**src/design/pes_pkg.sv**
```systemverilog
// Shared types and codes for the sparse-state Pauli expectation block.
// Used by pes_ctrl, pes_datapath and the top level; no dependencies.
package pes_pkg;

    typedef enum logic [1:0] {
        CMD_CLEAR = 2'd0,
        CMD_LOAD  = 2'd1,
        CMD_QUERY = 2'd2
    } cmd_t;

    typedef enum logic [2:0] {
        ST_CLEAR,
        ST_IDLE,
        ST_SETUP,
        ST_WALK,
        ST_DRAIN,
        ST_FINISH
    } state_t;

    // y_count mod 4 that negates the sum
    localparam logic [1:0] Y_NEG_CODE = 2'd2;
    // term_phase codes that need more than a sign flip
    localparam logic [1:0] PHASE_ZERO = 2'b00;
    localparam logic [1:0] PHASE_NEG2 = 2'b10;

    // Result width after saturation (Q2.30)
    localparam int RES_W  = 32;
    // Binary point of the result
    localparam int RES_FB = 30;

    typedef struct packed {
        logic clr_start;
        logic clr_step;
        logic load_wr;
        logic query_start;
        logic walk_step;
        logic out_load;
    } ctl_t;

    typedef struct packed {
        logic clr_last;
        logic walk_last;
        logic skip_walk;
        logic pipe_busy;
        logic out_full;
    } stat_t;

endpackage

```
**src/design/pes_ctrl.sv**
```systemverilog
// Control state machine: clearing pass, load, and the query walk sequence.
// Depends on pes_pkg; drives commands to pes_datapath and reads its status.
module pes_ctrl
    import pes_pkg::*;
(
    input  logic       aclk,
    input  logic       aresetn,
    input  logic       s_valid,
    input  logic [1:0] s_cmd,
    output logic       s_ready,
    output ctl_t       ctl,
    input  stat_t      st
);

    state_t state_reg;
    state_t state_next;

    always_ff @(posedge aclk) begin
        if (!aresetn) begin
            state_reg <= ST_CLEAR;
        end else begin
            state_reg <= state_next;
        end
    end

    always_comb begin
        state_next = state_reg;
        ctl        = '0;
        s_ready    = 1'b0;
        unique case (state_reg)
            ST_CLEAR: begin
                ctl.clr_step = 1'b1;
                if (st.clr_last) begin
                    state_next = ST_IDLE;
                end
            end
            ST_IDLE: begin
                s_ready = 1'b1;
                if (s_valid) begin
                    case (cmd_t'(s_cmd))
                        CMD_CLEAR: begin
                            ctl.clr_start = 1'b1;
                            state_next    = ST_CLEAR;
                        end
                        CMD_LOAD: begin
                            ctl.load_wr = 1'b1;
                        end
                        CMD_QUERY: begin
                            ctl.query_start = 1'b1;
                            state_next      = ST_SETUP;
                        end
                        default: begin
                            // unused code: drop the beat
                        end
                    endcase
                end
            end
            ST_SETUP: begin
                state_next = st.skip_walk ? ST_FINISH : ST_WALK;
            end
            ST_WALK: begin
                ctl.walk_step = 1'b1;
                if (st.walk_last) begin
                    state_next = ST_DRAIN;
                end
            end
            ST_DRAIN: begin
                if (!st.pipe_busy) begin
                    state_next = ST_FINISH;
                end
            end
            ST_FINISH: begin
                // hold until the output register is free
                if (!st.out_full) begin
                    ctl.out_load = 1'b1;
                    state_next   = ST_IDLE;
                end
            end
            default: begin
                state_next = ST_CLEAR;
            end
        endcase
    end

endmodule

```
**config.mk**
```make
export PLATFORM = sky130hd
export DESIGN_NAME = pes_ctrl
export DESIGN_NICKNAME = d
export VERILOG_FILES = /design/src/design/pes_pkg.sv /design/src/design/pes_ctrl.sv
export SDC_FILE = /design/constraint.sdc
export NUM_CORES = 1
export LEC_CHECK = 0
export BUFFER_PORTS_ARGS = -buffer_cell sky130_fd_sc_hd__buf_2
export CAP_MARGIN = 15
export CORE_AREA = 10 10 47 49
export CTS_BUF_LIST = sky130_fd_sc_hd__clkbuf_8 sky130_fd_sc_hd__clkbuf_16
export DETAILED_ROUTE_END_ITERATION = 6
export DIE_AREA = 0 0 57 59
export SLEW_MARGIN = 20
export SYNTH_ARGS = -nofsm -noshare
export SYNTH_HDL_FRONTEND = slang
export SYNTH_SLANG_ARGS = --single-unit
```
**constraint.sdc**
```tcl
create_clock -name aclk -period 2.06 [get_ports aclk]
set_clock_uncertainty 0.2 [all_clocks]
set_input_delay 0.515 -clock aclk [delete_from_list [all_inputs] [get_ports aclk]]
set_output_delay 0.515 -clock aclk [all_outputs]
set_load 0.005 [all_outputs]
```
Word level (Yosys, flattened, before mapping). Index checks and enable logic that the tools add are counted.

Flip-flop bits (word level): 3. Output and inout bits: 7. Input port bits: 10. Logic and storage cells: 37.

Reduce and logical (&&, ||, !) cells: 3. Mux-type cells: 20. Equality and inequality tests: 13.

Operator list (number): 3-bit two-way mux (6); 3-bit one-hot mux with 6 select lines (1); 1-bit two-way mux (10); 2-bit != test (second input constant) (5); 3-bit by 2-bit == test with 1-bit output (second input constant) (2); 3-bit == test (second input constant) (2); 3-bit one-hot mux with 2 select lines (1); 6-bit AND reduction (1); 2-bit two-way mux (2); 3-bit by 1-bit == test with 1-bit output (second input constant) (1); 3-bit zero test (1); 3-bit by 1-bit != test with 1-bit output (second input constant) (1); 2-bit by 1-bit == test with 1-bit output (second input constant) (1); 2-bit == test (second input constant) (1); 2-bit zero test (1).

Longest topological paths before layout. Gate-level depths: netlist (run 1).

Depth in word-level cells: 4. Depth in mapped cells: 5. Gate-level depth less buffers: 4.

Worst setup path after synthesis (run 1). OpenSTA, ideal clock, no wires.

Path type: register to output. From: reg state_reg[1]. To: out ctl[2] in the netlist's numbering. Required time: 1.345 ns. Setup slack: 0.410 ns. Path buffers: 1. Cell stages (with the launch flop): 6. Arrival time: 0.935 ns. Cell sequence: dfxtp_1 > buf_2 > inv_1 > nand2_1 > nor2_1 > and3_1.

RTL lines: start, declared (line pes_ctrl.sv:15) `state_t state_reg;`; start signal, assigned (line pes_ctrl.sv:22) `state_reg <= state_next;`; end, declared (line pes_ctrl.sv:11) `output ctl_t ctl,`.

==> results of run 1 <==
==> Yosys cell counts (2+ instances only) <==
cell | count | area share [%]
buf_6 | 2 | 6.5
inv_1 | 4 | 4.3
nand2_1 | 3 | 3.2
dfxtp_1 | 3 | 17
nor3_1 | 2 | 2.9
and3_1 | 2 | 3.6
a21oi_1 | 3 | 4.3
buf_2 | 2 | 2.9
nor2_1 | 6 | 6.5
nor2b_1 | 2 | 3.6
nor4_1 | 2 | 3.6
==> metal layers <==
metal	wire (µm)	up-vias	part of all wire (%)	GRT usage, %
met5	0	-	0	0
met4	22	0	2.4	5.03
li1	-	207	-	-
met1	412	173	45	5.69
met3	48	2	5.2	1.29
met2	436	11	47	8.37
==> worst max path at each step <==
stage / from / endpoint
after floorplan: state_reg[1] / ctl[2]
after global placement: s_cmd[0] / ctl[5]
after detailed placement: s_cmd[0] / ctl[5]
after CTS: state_reg[2] / ctl[2]
after global routing: state_reg[2] / ctl[2]
final: state_reg[2] / ctl[2]
==> per-stage QoR <==
| stage | cell area (µm²) | hold WS (ns) | total power, mW |
|---|---|---|---|
| finish | 483 | 0.353 | 0.489 |
| global route | 483 | 0.351 | 0.530 |
| CTS | 483 | 0.352 | 0.495 |
| detailed placement | 438 | 0.416 | 0.326 |
| global placement | 438 | 0.436 | 0.325 |
| floorplan | 348 | 0.439 | 0.281 |
==> where the power goes <==
group	internal (mW)	switching [mW]
registers	0.0735	0.0330
logic	0.111	0.107
clock network	0.127	0.0382
total	0.311	0.178
==> worst reg2reg max path: stages (launching register included) <==
cell	delay (ns)
dfxtp_1	0.58
buf_4	0.23
a21oi_1	0.09
o311a_1	0.31
o221a_1	0.22
==> area by class of cell <==
cell class,instances,area (µm²)
Fill cell,164,918
Sequential cell,3,60.1
Tap cell,16,20.0
Inverter,5,18.8
Clock inverter,1,3.75
Timing Repair Buffer,19,103
Multi-Input combinational cell,34,236
Clock buffer,3,41.3
==> kinds of logic after synthesis <==
logic type	Yosys count	share of synthesized area, %
buffers and inverters	9	14.7
AO/OA/AOI/OAI	12	30.2
flip-flops	3	17.3
AND/OR/NAND/NOR	22	37.8
==> flow_metrics.tcl, run 1 <==
set metrics [dict create \
    reg2reg_depth 4 \
    cts.path.max_buffers 2 \
    largest_reg_flops 3 \
    holdPathStages 3 \
    seq_area_frac_synth_pct 17.3 \
    stdcell_count 81 \
    syn_inst 46 \
    final_hold_viol_count 0 \
    finalSetupViolCount 0 \
    grt_overflow 0 \
    status "finished clean" \
    cp.buffers_inverters 1 \
    cts-root-buf "clkbuf_8" \
    htree_num_levels 1 \
    port_buffers 16 \
    cts_tree "yes" \
    layout_common_cells "16 x buf_2, 6 x nor2_1, 5 x inv_1" \
    setup-tns-final_ns 0 \
    r2r_start "state_reg[2]" \
    start_kind "flip-flop" \
    io-pin-count 17 \
    path_cells "nor2_1 -> and3_1 -> buf_2" \
    wl_um 919 \
    hold_class "in -> reg" \
    fin_util_pct 34.5 \
    antenna_left 0 \
    ir_drop_mv 0.305 \
    synth_area_um2 348 \
    cp_max_fo 13 \
    min-delay-start "aresetn" \
    setup_ws_ns 0.142 \
    routed_via_density 4.85 \
    nets 76 \
    synth_edf_count 0 \
    start_util_pct 24.8 \
    grt_pass1_vias 360 \
    hpwl_um 755 \
    core_area_mm2 0.00140 \
    cts_buffers 3 \
    postCtsSetupBuffers 0 \
    dieHeight_um 59 \
    finalCriticalPeriod_ns 1.92 \
    place_congestion 0.742 \
    worstSetupPathType "reg -> out" \
    ctsHoldBuffers 0 \
    max_stage_delay_ns 0.58 \
    slew_headroom_pct 70.8 \
    leakage_nw 0.238 \
    ys_warn_count 0 \
    critical-path-slowest-cell "dfxtp_1" \
    cts_sinks 3 \
    worstReg2RegEnd "state_reg[2]" \
    critical_path.top_delay_family "flip-flops" \
    reg2reg_slack_ns 0.32 \
    final_common_cell "buf_2" \
    finalCritPeriodShare_pct 93.1 \
    antenna_found_initial 0 \
    max_freq_mhz 521 \
    drv_slew 0 \
    synth_area_per_cell_um2 7.56 \
    synth_seq_cells 3 \
    postSynth.topFlopCell "dfxtp_1" \
    clk_latency_ns 0.22 \
    cp.required_ns 1.34 \
    drv_cap 0 \
    die_area_mm2 0.00336 \
    place_inst 77 \
    tightest_slew_ns 0.438 \
    arrival_ns 1.20 \
    pre_cts_slack_ns 0.230 \
    diodes 0 \
    grt_use_total_pct 5.31 \
    grt_pass1_wl_mm 1.48 \
    first_pass_iters 2 \
    synth.net_count 56 \
    clkTransAtPathRegs_ns 0.03 \
    rows 14 \
    drc_errors 0 \
    ctsResizeCount 0 \
    rsz0062_at_grt "no" \
    drtIter0Drc 2 \
    cp.depth 3 \
    cp-end-kind "primary output" \
    synthToLayoutAreaGrowth_pct 38.8 \
    async_flop_share_pct 0 \
    wl_per_cell_um 11.3 \
    power_density_mw_per_mm2 1010 \
    synth.distinct_cells 26 \
    hold_end "state_reg[0]" \
    die_w_um 57 \
    grt_max_degree 14 \
    drive_above_1_share_pct 41.5 \
    vias 393 \
]
No activity file was read; power rests on OpenSTA's default activity.
==> run 2: changes to the inputs <==
--- a/config.mk
+++ b/config.mk
@@ -8,9 +8,11 @@
 export BUFFER_PORTS_ARGS = -buffer_cell sky130_fd_sc_hd__buf_2
 export CAP_MARGIN = 15
 export CORE_AREA = 10 10 47 49
-export CTS_BUF_LIST = sky130_fd_sc_hd__clkbuf_8 sky130_fd_sc_hd__clkbuf_16
+export CTS_BUF_LIST = sky130_fd_sc_hd__clkbuf_4 sky130_fd_sc_hd__clkbuf_8 sky130_fd_sc_hd__clkbuf_16
+export CTS_CLUSTER_DIAMETER = 40
 export DETAILED_ROUTE_END_ITERATION = 6
 export DIE_AREA = 0 0 57 59
+export PLACE_DENSITY = 0.57
 export SLEW_MARGIN = 20
 export SYNTH_ARGS = -nofsm -noshare
 export SYNTH_HDL_FRONTEND = slang
==> flow_metrics.tcl, run 2 (synthesis gave the netlist of run 1 again) <==
set metrics [dict create \
    hold_class "in -> reg" \
    worstSetupPathType "reg -> out" \
    total_power_mw 0.443 \
    p_sw_share_pct 39.0 \
    setup-tns-final_ns 0 \
    vias 397 \
    wl_per_cell_um 11.7 \
    grt_pass1_vias 420 \
    slew_headroom_pct 73.1 \
    start_util_pct 24.8 \
    drv_cap 0 \
    clkTransAtPathRegs_ns 0.04 \
    layout_common_cells "16 x buf_2, 6 x nor2_1, 4 x inv_1, 4 x clkbuf_4" \
    io-pin-count 17 \
    largest_reg_flops 3 \
    cp.required_ns 1.34 \
    cts_buffers 3 \
    htree_num_levels 1 \
    drc_errors 0 \
    rows 14 \
    antenna_found_initial 0 \
    status "finished clean" \
    first_pass_iters 4 \
    wl_um 949 \
    final_hold_viol_count 0 \
    grt_max_degree 11 \
    drtIter0Drc 6 \
    routed_via_density 4.90 \
    power_density_mw_per_mm2 946 \
    drive_above_1_share_pct 43.1 \
    finalCriticalPeriod_ns 1.91 \
    critical-path-slowest-cell "dfxtp_1" \
    cts.path.max_buffers 2 \
    grt_overflow 0 \
    cp.buffers_inverters 1 \
    combPwrFrac_pct 49.6 \
    clk_latency_ns 0.23 \
    leakage_nw 0.230 \
    ctsHoldBuffers 0 \
    nets 76 \
    hpwl_um 799 \
    antenna_left 0 \
    synthToLayoutAreaGrowth_pct 34.5 \
    stdcell_count 81 \
    pwr-share-clk_pct 26.1 \
    ir_drop_mv 0.308 \
    port_buffers 16 \
    cts-root-buf "clkbuf_4" \
    max_stage_delay_ns 0.55 \
    pre_cts_slack_ns 0.222 \
    path_cells "nor2_1 -> and3_1 -> buf_2" \
    p_switching_mw 0.173 \
    grt_use_total_pct 6.29 \
    fillCellCount 165 \
    ctsResizeCount 0 \
    dieHeight_um 59 \
    tightest_slew_ns 0.403 \
    drv_slew 0 \
    intPower_mw 0.270 \
    die_area_mm2 0.00336 \
    cp_max_fo 10 \
    seq_power_share_pct 24.3 \
    place_inst 77 \
    finalCritPeriodShare_pct 92.7 \
    cts_tree "yes" \
    setup_ws_ns 0.150 \
    rsz0062_at_grt "no" \
    place_congestion 0.748 \
    cts_sinks 3 \
    final_common_cell "buf_2" \
    die_w_um 57 \
    diodes 0 \
    critical_path.top_delay_family "flip-flops" \
    finalSetupViolCount 0 \
    postCtsSetupBuffers 0 \
    grt_pass1_wl_mm 1.83 \
    max_freq_mhz 524 \
    arrival_ns 1.19 \
    cp-end-kind "primary output" \
    start_kind "flip-flop" \
    core_area_mm2 0.00140 \
]
-- run 2: worst paths after layout --
path                            slack, ns         start      endpoint  cells after the start
worst max-delay path                 0.15  state_reg[2]        ctl[2]                      3
worst min-delay path                 0.34       aresetn  state_reg[0]                      3
worst max register to register       0.39  state_reg[2]  state_reg[2]                      5
worst min register to register       0.41  state_reg[0]  state_reg[0]                      2
-- run 2: cell type report --
type | count | area [µm²] | area share (%)
Clock buffer | 4 | 30.0 | 6.42
Multi-Input combinational cell | 34 | 236 | 50.5
Timing Repair Buffer | 19 | 103 | 21.9
Tap cell | 16 | 20.0 | 4.28
Sequential cell | 3 | 60.1 | 12.8
Inverter | 5 | 18.8 | 4.01
-- run 2: worst min-delay path, delay by kind of cell --
family          cells  cell delay, ns
buf+inv             2            0.17
compound gates      1            0.03
-- run 2: metal layers --
layer / vias to the layer above / wire [µm] / GRT usage, %
li1: 208 / - / -
met1: 174 / 421 / 7.07
met2: 15 / 444 / 10.4
met3: 0 / 83 / 2.79
met4: 0 / 0 / 2.01
met5: - / 0 / 0
-- run 2: power by group through the flow --
stage / clock [mW] / combinational (mW) / sequential (mW)
global route: 0.124 / 0.250 / 0.114
finish: 0.115 / 0.220 / 0.108
global placement: 0 / 0.220 / 0.109
CTS: 0.118 / 0.221 / 0.108
floorplan: 0 / 0.202 / 0.0795
detailed placement: 0 / 0.220 / 0.108
-- run 2: metrics by stage --
stage | cell area (µm²) | utilization [%] | hold slack, ns
floorplan | 348 | - | 0.439
global placement | 438 | 31.3 | 0.405
detailed placement | 438 | 31.3 | 0.400
CTS | 468 | 33.4 | 0.342
global route | 468 | 33.4 | 0.349
finish | 468 | 33.4 | 0.341
